File: config.mk
export PLATFORM = sky130hd
export DESIGN_NAME = engine_rpm_event_supervisor
export DESIGN_NICKNAME = d
export VERILOG_FILES = /design/src/rtl/erpm_pkg.sv /design/src/rtl/erpm_cfg.sv /design/src/rtl/erpm_div.sv /design/src/rtl/engine_rpm_event_supervisor.sv
export SDC_FILE = /design/constraint.sdc
export NUM_CORES = 1
export LEC_CHECK = 0
export ABC_AREA = 1
export BUFFER_PORTS_ARGS = -buffer_cell sky130_fd_sc_hd__buf_4
export CORE_MARGIN = 8
export CORE_UTILIZATION = 68
export DETAILED_ROUTE_END_ITERATION = 10
export PLACE_DENSITY = 0.87
export SYNTH_ARGS = -nofsm -noshare
export SYNTH_HDL_FRONTEND = slang
export SYNTH_SLANG_ARGS = --single-unit
File: constraint.sdc
create_clock -name clk_i -period 7 [get_ports clk_i]
set_input_delay 0.7 -clock clk_i [delete_from_list [all_inputs] [get_ports clk_i]]
set_output_delay 0.7 -clock clk_i [all_outputs]
set_load 0.01 [all_outputs]
File: src/rtl/erpm_pkg.sv
// ----------------------------------------------------------------------------
// erpm_pkg
// Shared types and constants for the engine speed supervisor.
// ----------------------------------------------------------------------------
package erpm_pkg;

  // Item commands carried on the input tuser
  typedef enum logic [2:0] {
    CMD_EDGE       = 3'd0,
    CMD_TICK       = 3'd1,
    CMD_COMPRESS   = 3'd2,
    CMD_DECOMPRESS = 3'd3,
    CMD_SELF_START = 3'd4,
    CMD_SELF_STOP  = 3'd5
  } erpm_cmd_e;

  // Configuration register indexes
  typedef enum logic [2:0] {
    CFG_COMP_RPM    = 3'd0,
    CFG_HIGH_RPM    = 3'd1,
    CFG_DECOMP_RPM  = 3'd2,
    CFG_FORCE_EN    = 3'd3,
    CFG_SELF_BLANK  = 3'd4,
    CFG_NO_RPM_TMO  = 3'd5
  } erpm_cfg_idx_e;

  localparam int unsigned RpmW    = 16;
  localparam int unsigned TimeW   = 32;
  localparam int unsigned CountW  = 8;
  localparam int unsigned CfgIdxW = 3;
  localparam int unsigned CfgW    = 16;
  localparam int unsigned InDataW = 48;
  localparam int unsigned OutW    = 24;

  localparam logic [RpmW-1:0]   RpmNumer        = 16'd60000;
  localparam logic [RpmW:0]     ForceMargin     = 17'd20;
  localparam logic [CountW-1:0] HoldCount       = 8'd250;
  localparam logic [CfgW-1:0]   SelfBlankReset  = 16'd1500;
  localparam logic [CfgW-1:0]   NoRpmTmoReset   = 16'd3000;

  // Configuration register file contents
  typedef struct packed {
    logic [RpmW-1:0] comp_rpm;
    logic [RpmW-1:0] high_rpm;
    logic [RpmW-1:0] decomp_rpm;
    logic            force_en;
    logic [CfgW-1:0] self_blank_ms;
    logic [CfgW-1:0] no_rpm_tmo_ms;
  } erpm_cfg_t;

  // Supervisor state flags
  typedef struct packed {
    logic self_on;
    logic did_comp;
    logic mach_on;
    logic high_fired;
    logic force_rep;
    logic decomp_rep;
    logic comp_rep;
  } erpm_flags_t;

  // Divider status towards the sequencer
  typedef struct packed {
    logic busy;
    logic done;
  } erpm_div_status_t;

endpackage

File: src/rtl/erpm_cfg.sv
// ----------------------------------------------------------------------------
// erpm_cfg
// Configuration register file: decodes index writes into the threshold set.
// ----------------------------------------------------------------------------
module erpm_cfg (
  input  logic                        clk_i,
  input  logic                        rst_ni,
  input  logic                        cfg_valid_i,
  output logic                        cfg_ready_o,
  input  logic [erpm_pkg::CfgIdxW-1:0] cfg_addr_i,
  input  logic [erpm_pkg::CfgW-1:0]   cfg_data_i,
  output erpm_pkg::erpm_cfg_t         cfg_o
);
  import erpm_pkg::*;

  erpm_cfg_t cfg_q;

  // always able to take a write
  assign cfg_ready_o = 1'b1;
  assign cfg_o       = cfg_q;

  // register write decode; unknown indexes are dropped
  always_ff @(posedge clk_i or negedge rst_ni) begin
    if (!rst_ni) begin
      cfg_q.comp_rpm      <= '0;
      cfg_q.high_rpm      <= '0;
      cfg_q.decomp_rpm    <= '0;
      cfg_q.force_en      <= 1'b0;
      cfg_q.self_blank_ms <= SelfBlankReset;
      cfg_q.no_rpm_tmo_ms <= NoRpmTmoReset;
    end else if (cfg_valid_i) begin
      case (cfg_addr_i)
        CFG_COMP_RPM:   cfg_q.comp_rpm      <= cfg_data_i;
        CFG_HIGH_RPM:   cfg_q.high_rpm      <= cfg_data_i;
        CFG_DECOMP_RPM: cfg_q.decomp_rpm    <= cfg_data_i;
        CFG_FORCE_EN:   cfg_q.force_en      <= cfg_data_i[0];
        CFG_SELF_BLANK: cfg_q.self_blank_ms <= cfg_data_i;
        CFG_NO_RPM_TMO: cfg_q.no_rpm_tmo_ms <= cfg_data_i;
        default: ;
      endcase
    end
  end

endmodule

File: src/rtl/erpm_div.sv
// ----------------------------------------------------------------------------
// erpm_div
// Bit-serial restoring divider: 60000 / period, one quotient bit per cycle.
// ----------------------------------------------------------------------------
module erpm_div (
  input  logic                          clk_i,
  input  logic                          rst_ni,
  input  logic                          start_i,
  input  logic [erpm_pkg::RpmW-1:0]     divisor_i,
  output logic [erpm_pkg::RpmW-1:0]     quotient_o,
  output erpm_pkg::erpm_div_status_t    status_o
);
  import erpm_pkg::*;

  logic [RpmW:0]   rem_q, rem_d;
  logic [RpmW-1:0] quo_q, quo_d;
  logic [RpmW-1:0] div_q;
  logic [3:0]      cnt_q;
  logic            busy_q, done_q;
  logic [RpmW:0]   rem_sh;
  logic [RpmW+1:0] trial;

  // one restoring step: shift in next dividend bit, try subtract
  always_comb begin
    rem_sh = {rem_q[RpmW-1:0], quo_q[RpmW-1]};
    trial  = {1'b0, rem_sh} - {2'b00, div_q};
    if (!trial[RpmW+1]) begin
      rem_d = trial[RpmW:0];
      quo_d = {quo_q[RpmW-2:0], 1'b1};
    end else begin
      rem_d = rem_sh;
      quo_d = {quo_q[RpmW-2:0], 1'b0};
    end
  end

  // control
  always_ff @(posedge clk_i or negedge rst_ni) begin
    if (!rst_ni) begin
      busy_q <= 1'b0;
      done_q <= 1'b0;
      cnt_q  <= '0;
    end else begin
      done_q <= 1'b0;
      if (start_i) begin
        busy_q <= 1'b1;
        cnt_q  <= '0;
      end else if (busy_q) begin
        cnt_q <= cnt_q + 4'd1;
        if (cnt_q == 4'hF) begin
          busy_q <= 1'b0;
          done_q <= 1'b1;
        end
      end
    end
  end

  // datapath shift registers
  always_ff @(posedge clk_i) begin
    if (start_i) begin
      rem_q <= '0;
      quo_q <= RpmNumer;
      div_q <= divisor_i;
    end else if (busy_q) begin
      rem_q <= rem_d;
      quo_q <= quo_d;
    end
  end

  assign quotient_o    = quo_q;
  assign status_o.busy = busy_q;
  assign status_o.done = done_q;

endmodule

File: src/rtl/engine_rpm_event_supervisor.sv
// ----------------------------------------------------------------------------
// engine_rpm_event_supervisor
// Engine speed supervisor: tacho edges, ticks and machine commands in,
// one event set with speed and machine status out per item.
// ----------------------------------------------------------------------------
// Usage:
//   Input stream: tuser holds the command, tdata the period and time.
//   Every accepted item yields exactly one result on the output stream.
//   Thresholds are written through the cfg channel, index = register number,
//   while no item is in flight; cfg_ready_o is always high.
// Item flow:
//   An edge item with non-zero period runs the bit-serial divider; the
//   sequencer then picks up the quotient and performs the update, which
//   registers the result. Any other item goes straight to the update.
//   A further item is taken only once the update is done; one item is in
//   work at a time.
// Reset:
//   Speed, times, counters and flags clear; blanking is 1500 ms and the
//   no-speed timeout 3000 ms, other thresholds zero.
// Stall:
//   The result sits in an output register; the next item is taken and
//   worked on, and its update waits until the pending result is transferred.
// ----------------------------------------------------------------------------
module engine_rpm_event_supervisor (
  input  logic                           clk_i,
  input  logic                           rst_ni,
  // input stream
  input  logic                           s_axis_tvalid,
  output logic                           s_axis_tready,
  input  logic [erpm_pkg::InDataW-1:0]   s_axis_tdata,  // period_ms[15:0], now_ms[47:16]
  input  logic [2:0]                     s_axis_tuser,  // command[2:0]
  // result stream
  output logic                           m_axis_tvalid,
  input  logic                           m_axis_tready,
  output logic [erpm_pkg::OutW-1:0]      m_axis_tdata,  // ev_force_start[0], ev_start_rpm[1],
                                                        // ev_decomp_rpm[2], ev_high_rpm[3],
                                                        // ev_comp_rpm[4], ev_no_rpm[5],
                                                        // rpm_now[21:6], machine_running[22],
                                                        // zero[23]
  // configuration writes
  input  logic                           cfg_valid_i,
  output logic                           cfg_ready_o,
  input  logic [erpm_pkg::CfgIdxW-1:0]   cfg_addr_i,
  input  logic [erpm_pkg::CfgW-1:0]      cfg_data_i
);
  import erpm_pkg::*;

  typedef enum logic [1:0] {
    ST_IDLE,
    ST_DIV,
    ST_EXEC
  } state_e;

  state_e            state_q;
  erpm_cfg_t         cfg;
  erpm_div_status_t  div_st;
  logic [RpmW-1:0]   quotient;
  logic              div_start;

  // latched item
  logic [2:0]        cmd_q;
  logic [RpmW-1:0]   period_q;
  logic [TimeW-1:0]  now_q;

  // supervisor state
  logic [RpmW-1:0]   rpm_q, rpm_d;
  logic [TimeW-1:0]  last_edge_q, last_edge_d;
  logic [TimeW-1:0]  self_start_q, self_start_d;
  logic [CountW-1:0] start_cnt_q, start_cnt_d;
  logic [CountW-1:0] high_cnt_q, high_cnt_d;
  erpm_flags_t       flags_q, flags_d;
  logic [5:0]        ev_d;

  logic              out_valid_q;
  logic [OutW-1:0]   out_data_q;
  logic              commit;

  logic [TimeW-1:0]  since_self, since_edge;
  logic              blanked;
  logic [RpmW:0]     force_level;
  logic [RpmW-1:0]   r;

  erpm_cfg u_cfg (
    .clk_i       (clk_i),
    .rst_ni      (rst_ni),
    .cfg_valid_i (cfg_valid_i),
    .cfg_ready_o (cfg_ready_o),
    .cfg_addr_i  (cfg_addr_i),
    .cfg_data_i  (cfg_data_i),
    .cfg_o       (cfg)
  );

  assign s_axis_tready = (state_q == ST_IDLE);
  assign div_start     = s_axis_tvalid && s_axis_tready && (s_axis_tuser == CMD_EDGE)
                         && (s_axis_tdata[RpmW-1:0] != '0);

  erpm_div u_div (
    .clk_i      (clk_i),
    .rst_ni     (rst_ni),
    .start_i    (div_start),
    .divisor_i  (s_axis_tdata[RpmW-1:0]),
    .quotient_o (quotient),
    .status_o   (div_st)
  );

  assign commit = (state_q == ST_EXEC) && (!out_valid_q || m_axis_tready);

  // elapsed times and thresholds
  assign r           = quotient;
  assign since_self  = now_q - self_start_q;
  assign since_edge  = now_q - last_edge_q;
  assign blanked     = flags_q.self_on && (since_self < {16'd0, cfg.self_blank_ms});
  assign force_level = {1'b0, cfg.comp_rpm} + ForceMargin;

  // per-item state update
  always_comb begin
    rpm_d        = rpm_q;
    last_edge_d  = last_edge_q;
    self_start_d = self_start_q;
    start_cnt_d  = start_cnt_q;
    high_cnt_d   = high_cnt_q;
    flags_d      = flags_q;
    ev_d         = '0;
    case (cmd_q)
      CMD_EDGE: begin
        last_edge_d = now_q;
        if (period_q != '0) begin
          rpm_d = r;
          if (!blanked) begin
            // start qualifier and force start
            if (flags_q.did_comp) begin
              if (!flags_q.force_rep && cfg.force_en && ({1'b0, r} > force_level)) begin
                flags_d.force_rep = 1'b1;
                ev_d[0]           = 1'b1;
              end
              if ((r > cfg.comp_rpm) && (start_cnt_q < HoldCount)) begin
                start_cnt_d = start_cnt_q + 8'd1;
              end else if (start_cnt_q >= HoldCount) begin
                flags_d.did_comp = 1'b0;
                ev_d[1]          = 1'b1;
              end
            end
            // over-speed release
            if (flags_q.high_fired && (r < cfg.high_rpm)) begin
              high_cnt_d         = '0;
              flags_d.high_fired = 1'b0;
            end
            if (flags_q.mach_on) begin
              if ((r <= cfg.decomp_rpm) && !flags_q.decomp_rep) begin
                flags_d.decomp_rep = 1'b1;
                ev_d[2]            = 1'b1;
              end
              // debounced over-speed alarm
              if (!flags_d.high_fired) begin
                if (r > cfg.high_rpm) begin
                  if (high_cnt_d < HoldCount) begin
                    high_cnt_d = high_cnt_d + 8'd1;
                  end else begin
                    flags_d.high_fired = 1'b1;
                    ev_d[3]            = 1'b1;
                    high_cnt_d         = '0;
                  end
                end else begin
                  high_cnt_d = '0;
                end
              end
            end else if (!flags_q.comp_rep && (r >= cfg.comp_rpm)) begin
              flags_d.comp_rep = 1'b1;
              ev_d[4]          = 1'b1;
            end
          end
        end
      end
      CMD_TICK: begin
        if ((rpm_q != '0) && (since_edge >= {16'd0, cfg.no_rpm_tmo_ms})) begin
          rpm_d       = '0;
          ev_d[5]     = 1'b1;
          start_cnt_d = '0;
          flags_d     = '0;
          flags_d.self_on = flags_q.self_on;
        end
      end
      CMD_COMPRESS: begin
        flags_d.did_comp = 1'b1;
        flags_d.mach_on  = 1'b1;
        flags_d.comp_rep = 1'b0;
        start_cnt_d      = '0;
      end
      CMD_DECOMPRESS: begin
        start_cnt_d     = '0;
        flags_d         = '0;
        flags_d.self_on = flags_q.self_on;
      end
      CMD_SELF_START: begin
        flags_d.self_on = 1'b1;
        self_start_d    = now_q;
      end
      CMD_SELF_STOP: flags_d.self_on = 1'b0;
      default: ;
    endcase
  end

  // sequencer, supervisor state and result register
  always_ff @(posedge clk_i or negedge rst_ni) begin
    if (!rst_ni) begin
      state_q      <= ST_IDLE;
      rpm_q        <= '0;
      last_edge_q  <= '0;
      self_start_q <= '0;
      start_cnt_q  <= '0;
      high_cnt_q   <= '0;
      flags_q      <= '0;
      out_valid_q  <= 1'b0;
    end else begin
      if (commit) begin
        out_valid_q <= 1'b1;
      end else if (m_axis_tready) begin
        out_valid_q <= 1'b0;
      end
      case (state_q)
        ST_IDLE: begin
          if (s_axis_tvalid) begin
            state_q <= div_start ? ST_DIV : ST_EXEC;
          end
        end
        ST_DIV: begin
          if (div_st.done) begin
            state_q <= ST_EXEC;
          end
        end
        ST_EXEC: begin
          if (commit) begin
            state_q      <= ST_IDLE;
            rpm_q        <= rpm_d;
            last_edge_q  <= last_edge_d;
            self_start_q <= self_start_d;
            start_cnt_q  <= start_cnt_d;
            high_cnt_q   <= high_cnt_d;
            flags_q      <= flags_d;
          end
        end
        default: state_q <= ST_IDLE;
      endcase
    end
  end

  // item and result payload
  always_ff @(posedge clk_i) begin
    if (s_axis_tvalid && s_axis_tready) begin
      cmd_q    <= s_axis_tuser;
      period_q <= s_axis_tdata[RpmW-1:0];
      now_q    <= s_axis_tdata[InDataW-1:RpmW];
    end
    if (commit) begin
      out_data_q <= {1'b0, flags_d.mach_on, rpm_d, ev_d};
    end
  end

  assign m_axis_tvalid = out_valid_q;
  assign m_axis_tdata  = out_data_q;

endmodule

==> results.md, run 1 <==
- Highest-utilization routing layer at the global route stage: met2
- Number of warnings reported in the yosys synthesis log: 0
- Largest stage delay on the critical path: 0.90 ns
- Antenna violation net count after detailed routing: 0
- Average footprint of a synthesized cell: 7.31 um2
- H-tree levels: 2
- CP max FO: 33
- Wire length after detailed routing: 59,300 um
- Cell-by-cell trace of the critical path: nor2_1 -> nand2_1 -> nor4_1 -> nand2_1 -> inv_1 -> nor2_1 -> inv_1 -> a21oi_1 -> o21ai_0 -> o21ai_0
- Startpoint class of the critical path: register
- X dimension of the die: 192 um
- Req. time, crit path: 7.43 ns
- Number of antenna violations at the first check in global routing: 2
- Final weighted congestion in routability-driven placement: 0.964
- Cells after synthesis: 2,868
- Power per unit of standard cell area: 469 nW/um2
- Synthesized flop and latch total: 315
- Pin count of the biggest net entering global routing: 88
- Initial core utilization: 68.8%
- Cell Area, Synth: 21,000 um2
- Met1 track utilization from global routing: 43.8%
- Final Net Count: 3,213
- Worst setup margin: 2.85 ns
- Share of the clock period used by the worst path after layout: 59.3%
- Area of all placed cells without fillers: 23,300 um2
- Final number of hold-violating endpoints: 0
- Met2 layer usage reported by global route: 52.0%
- Average routed wire per standard cell: 17.5 um
- Run status: finished, final reports clean
- RSZ-0062 raised after global routing: no
- Max Freq: 241 MHz
- Top library cells by usage in the layout, fill and taps aside: sky130_fd_sc_hd__nand2_1, sky130_fd_sc_hd__inv_1, sky130_fd_sc_hd__o21ai_0
- WP data arrival: 4.58 ns
- Sort of element at the end of the critical path: register
- Final min period: 4.15 ns
- Via count of the first global-routing pass: 18.6k
- Fraction of final layout cells with drive strength greater than 1: 8.04%
- Final standard cell utilization of the core: 76.3%
- DR vias/cell: 5.74
- Remaining DRCs: 0
- Port Buf Inserts: 99
- Most frequently used flop master after synthesis: sky130_fd_sc_hd__dfrtp_1
- Slowest cell on the critical path: sky130_fd_sc_hd__nor4_1
- Residual overflow from global routing: 0
- CTS tree: yes
- Number of setup buffers added after CTS: 0
- Setup Crit Path Kind: reg2reg
- Maximum buffer depth of the clock tree: 3
- Commonest non-fill, non-tap cell in the layout: sky130_fd_sc_hd__nand2_1
- Synthesized Nets: 3,122
- Detailed placer's ending HPWL: 44,700 um
- Count of flip-flops with a built-in enable after synthesis: 90
- Die Y: 192 um
- Worst slew pin tran: 1.23 ns
- Met3 GRT Util: 5.99%
- Sequential fraction of the synthesis area: 39.0%
- Synth unique cells: 57
- Gates resized, CTS repair: 0
- Static power due to leakage: 12.3 nW
- Clock latency on the worst-skew pair: 0.56 ns
- Total Negative Setup Slacks: 0 ns
- Total global routing track utilization: 32.3%
- TritonCTS buffer count: 35
- Number of optimization iterations in the first detailed-route pass: 5
- I/O pin total: 102
- Number of sinks driven by the clock tree: 315
- Async S/R FF share, synth: 61.3%
- Class of the tightest hold or removal check: in2async
- Quantity of hold-fixing buffers added after cts: 0
- Final number of max-transition violations: 0
- Setup-violating endpoint count in the final report: 0
- Worst vdd rail ir drop: 0.334 mV
- First-pass GRT wire length: 94,700 um
- Placement-stage worst setup slack: 2.89 ns
- Vias after detailed routing: 19.4k
- Drt initial violations: 1,830
- Layout overhead on the synthesized area: 11.0%
- Worst rel slew slack: 17.7%
- Root buffer selected by CTS: sky130_fd_sc_hd__clkbuf_16
- Depth of the most critical reg-to-reg path: 10
- Dpl cell area: 22,000 um2
- Register clock-pin slew on the reported worst setup and hold paths: 0.06 ns
- Post-route clock skew: 0.0313 ns
- Core outline area: 30,500 um2
- Die ar.: 36,700 um2
- Layout fillers: 2,207
- Placement Rows: 64
- Max_cap viols: 0
[worst paths after layout]
path	startpoint	end	slack, ns
max	state_q[0]	u_div.rem_q[13]	2.85
min	rst_ni	rpm_q[9]	0.17
max reg2reg	state_q[0]	u_div.rem_q[13]	2.85
min reg2reg	u_div.rem_q[11]	u_div.rem_q[11]	0.48
max in group asynchronous	rst_ni	last_edge_q[12]	5.51
min in group clk_i	s_axis_tdata[41]	now_q[25]	0.32
[synthesized netlist by cell type (25+ instances only)]
| cell type | count | share of area [%] |
|---|---|---|
| sky130_fd_sc_hd__nand2_1 | 876 | 16 |
| sky130_fd_sc_hd__inv_1 | 544 | 9.7 |
| sky130_fd_sc_hd__o21ai_0 | 223 | 5.3 |
| sky130_fd_sc_hd__dfrtp_1 | 179 | 21 |
| sky130_fd_sc_hd__nor2_1 | 177 | 3.2 |
| sky130_fd_sc_hd__ha_1 | 176 | 10 |
| sky130_fd_sc_hd__a21oi_1 | 101 | 2.4 |
| sky130_fd_sc_hd__nand3_1 | 96 | 2.3 |
| sky130_fd_sc_hd__edfxtp_1 | 90 | 13 |
| sky130_fd_sc_hd__xor2_1 | 52 | 2.2 |
| sky130_fd_sc_hd__clkbuf_1 | 41 | 0.73 |
| sky130_fd_sc_hd__nand4_1 | 38 | 1.1 |
| sky130_fd_sc_hd__dfxtp_1 | 32 | 3.1 |
| sky130_fd_sc_hd__nand2_2 | 25 | 0.75 |
[worst max-delay path, delay by kind of cell, from the launching register on]
family	cells	cell delay, ns
buffers and inverters	2	1.33
DFF	1	0.42
and+or+nand+nor	5	1.96
AOI/OAI and AO/OA	3	0.30
[metrics by stage]
stage | power, mW | hold slack (ns) | std cells
after CTS | 10.8 | 0.225 | 3382
final | 10.9 | 0.174 | 3383
after floorplan | 7.13 | 0.404 | 2868
after global routing | 11.8 | 0.255 | 3383
after global placement | 8.50 | 0.465 | 3318
after detailed placement | 8.78 | 0.472 | 3318
[cell type report]
| type | count | area (um2) | area share, % |
|---|---|---|---|
| antenna | 1 | 2.50 | 0.0107 |
| clock buffer | 52 | 1060 | 4.56 |
| clock inverter | 12 | 183 | 0.784 |
| inverter | 549 | 2060 | 8.85 |
| multi-input combinational | 1955 | 10500 | 45.1 |
| sequential | 315 | 8190 | 35.2 |
| tap | 396 | 495 | 2.13 |
| timing repair buffer | 103 | 779 | 3.35 |
[power by group]
group / total, mW / switching [mW] / internal [mW]
registers: 3.03 / 0.506 / 2.53
logic: 5.95 / 3.84 / 2.12
clock network: 1.95 / 0.800 / 1.15
[metal layers]
layer / routed length, um / vias to the layer above
met5: 0 / -
met4: 1770 / 0
met3: 5260 / 125
met2: 27200 / 829
met1: 25100 / 9168
li1: - / 9283
[sequential cells by signal, summed over array words and instances (netlist names), 3 cells and up]
signal            cells
rpm_q                16
self_start_q         32
start_cnt_q           8
u_div.quotient_o     16
period_q             16
last_edge_q          32
high_cnt_q            8
u_cfg.cfg_o          81
u_div.rem_q          16
u_div.cnt_q           4
m_axis_tdata         23
flags_q               7
now_q                32
cmd_q                 3
u_div.div_q          16
[cell families after synthesis]
group	Yosys count	share of synthesized area (%)
buf+inv	598	10.9
compound gates	413	10.8
simple gates	1298	25.8
flops	315	39.0
other cells	2	0.0358
fa+ha+maj	179	10.8
xor+xnor	63	2.63
No activity file was read; power rests on OpenSTA's default activity.
==> run 2, diff against run 1 <==
--- a/config.mk
+++ b/config.mk
@@ -8,9 +8,9 @@
 export ABC_AREA = 1
 export BUFFER_PORTS_ARGS = -buffer_cell sky130_fd_sc_hd__buf_4
 export CORE_MARGIN = 8
-export CORE_UTILIZATION = 68
+export CORE_UTILIZATION = 63
 export DETAILED_ROUTE_END_ITERATION = 10
-export PLACE_DENSITY = 0.87
+export PLACE_DENSITY = 0.82
 export SYNTH_ARGS = -nofsm -noshare
 export SYNTH_HDL_FRONTEND = slang
 export SYNTH_SLANG_ARGS = --single-unit
==> constraint.sdc (replaced) <==
create_clock -name clk_i -period 4.05 [get_ports clk_i]
set_input_delay 0.405 -clock clk_i [delete_from_list [all_inputs] [get_ports clk_i]]
set_output_delay 0.405 -clock clk_i [all_outputs]
set_load 0.01 [all_outputs]
==> results.md, run 2 (synthesis results as in run 1) <==
- Static power due to leakage: 12.3 nW
- DR vias/cell: 5.48
- Worst setup margin: 0.300 ns
- Max_cap viols: 0
- Dpl cell area: 22,200 um2
- Number of optimization iterations in the first detailed-route pass: 8
- Detailed placer's ending HPWL: 44,700 um
- Final number of max-transition violations: 0
- Max Freq: 267 MHz
- Setup Crit Path Kind: reg2reg
- Count of buffering cells on the critical path with inverters included: 2
- Die ar.: 39,400 um2
- First-pass GRT wire length: 92,100 um
- Final standard cell utilization of the core: 70.2%
- Fraction of final layout cells with drive strength greater than 1: 8.27%
- Worst vdd rail ir drop: 0.487 mV
- Largest stage delay on the critical path: 0.45 ns
- Area of all placed cells without fillers: 23,300 um2
- Average routed wire per standard cell: 16.7 um
- Top library cells by usage in the layout, fill and taps aside: sky130_fd_sc_hd__nand2_1, sky130_fd_sc_hd__inv_1, sky130_fd_sc_hd__o21ai_0
- Residual overflow from global routing: 0
- Initial core utilization: 63.2%
- H-tree levels: 2
- Pin count of the biggest net entering global routing: 113
- Post-route clock skew: 0.0154 ns
- Maximum buffer depth of the clock tree: 3
- Number of flip-flops under the largest register name: 81
- Placement Rows: 67
- Worst slew pin tran: 1.18 ns
- Core outline area: 33,200 um2
- Commonest non-fill, non-tap cell in the layout: sky130_fd_sc_hd__nand2_1
- Root buffer selected by CTS: sky130_fd_sc_hd__clkbuf_16
- Final number of hold-violating endpoints: 12
- Final Net Count: 3,224
- Depth of the most critical reg-to-reg path: 25
- TritonCTS buffer count: 35
- Final min period: 3.75 ns
- Quantity of hold-fixing buffers added after cts: 0
- Placed instance count: 3,377
- X dimension of the die: 198 um
- Flop2flop setup slack: 0.30 ns
- Worst rel slew slack: 20.9%
- Run status: finished, violations left
- Req. time, crit path: 4.51 ns
- Register clock-pin slew on the reported worst setup and hold paths: 0.06 ns
- Startpoint of the worst-slack reg-to-reg timing path: now_q[0]
- Drt initial violations: 1,526
- Kind of cell adding the most delay to the critical path: simple AND/OR/NAND/NOR gates
- CP max FO: 5
- Layout overhead on the synthesized area: 11.0%
- Startpoint class of the critical path: register
- Antenna violation net count after detailed routing: 0
- Post-route insts no fill: 3,446
- Port Buf Inserts: 99
- Remaining DRCs: 0
- Share of the clock period used by the worst path after layout: 92.6%
- Class of the tightest hold or removal check: in2async
- CTS tree: yes
- Final hold slack: -0.0485 ns
- Slowest cell on the critical path: sky130_fd_sc_hd__fa_1
- Wire length after detailed routing: 57,600 um
- Number of sinks driven by the clock tree: 315
- Final weighted congestion in routability-driven placement: 0.989
- Via count of the first global-routing pass: 18.2k
- Die Y: 198 um
- Placement-stage worst setup slack: 0.179 ns
- I/O pin total: 102
- Clock latency on the worst-skew pair: 0.54 ns
- WP data arrival: 4.21 ns
- Power per unit of standard cell area: 793 nW/um2
- Cell repeated most along the worst path: sky130_fd_sc_hd__nand2_1
- Setup-violating endpoint count in the final report: 0
- Vias after detailed routing: 18.9k
- Sort of element at the end of the critical path: register
- Violated checks: hold timing
- Number of antenna violations at the first check in global routing: 3
- Capture point of the worst reg-to-reg path: high_cnt_q[2]
- Total global routing track utilization: 29.2%
## run 2: what timing repair did
| action | 4_1_cts | 5_1_grt |
|---|---|---|
| endpoints found under the setup margin | 0 | 46 |
| buffers inserted | 0 | 3 |
| resized for setup | 0 | 4 |
## run 2: per-stage QoR
step / setup TNS (ns) / total power, mW
2_1_floorplan: 0 / 12.3
3_5_place_dp: 0 / 15.2
6_report: 0 / 18.5
5_1_grt: -0.00363 / 20.1
4_1_cts: 0 / 18.3
3_3_place_gp: 0 / 14.8
## run 2: power breakdown
group          switching, mW  leakage (nW)  internal (mW)  total [mW]
sequential             0.835          3.52           4.36        5.20
clock                   1.33         0.531           1.71        3.03
combinational           6.54          8.21           3.68        10.2
## run 2: metal layers
layer,vias up,part of all wire (%),track usage [%]
li1,9292,-,-
met2,678,45,47.2
met1,8806,44,38.7
met3,113,7.8,6.17
met5,-,0,0
met4,0,3.1,10.1
## run 2: layout make-up
| class | count | area [um2] |
|---|---|---|
| antenna | 1 | 2.50 |
| fill | 2777 | 9910 |
| inverter | 549 | 2060 |
| timing repair buffer | 113 | 855 |
| clock inverter | 16 | 151 |
| sequential | 315 | 8190 |
| multi-input combinational | 1956 | 10500 |
| tap | 448 | 561 |
| clock buffer | 48 | 935 |
## run 2: worst max-delay path by stage
stage	startpoint	endpoint	slack, ns	cells after the start
after floorplan	now_q[0]	start_cnt_q[6]	0.79	27
after global placement	now_q[2]	start_cnt_q[2]	0.30	26
after detailed placement	now_q[2]	start_cnt_q[3]	0.18	26
after CTS	now_q[2]	start_cnt_q[3]	0.15	26
after global routing	now_q[6]	start_cnt_q[5]	-0.003	22
final	now_q[0]	high_cnt_q[2]	0.30	25
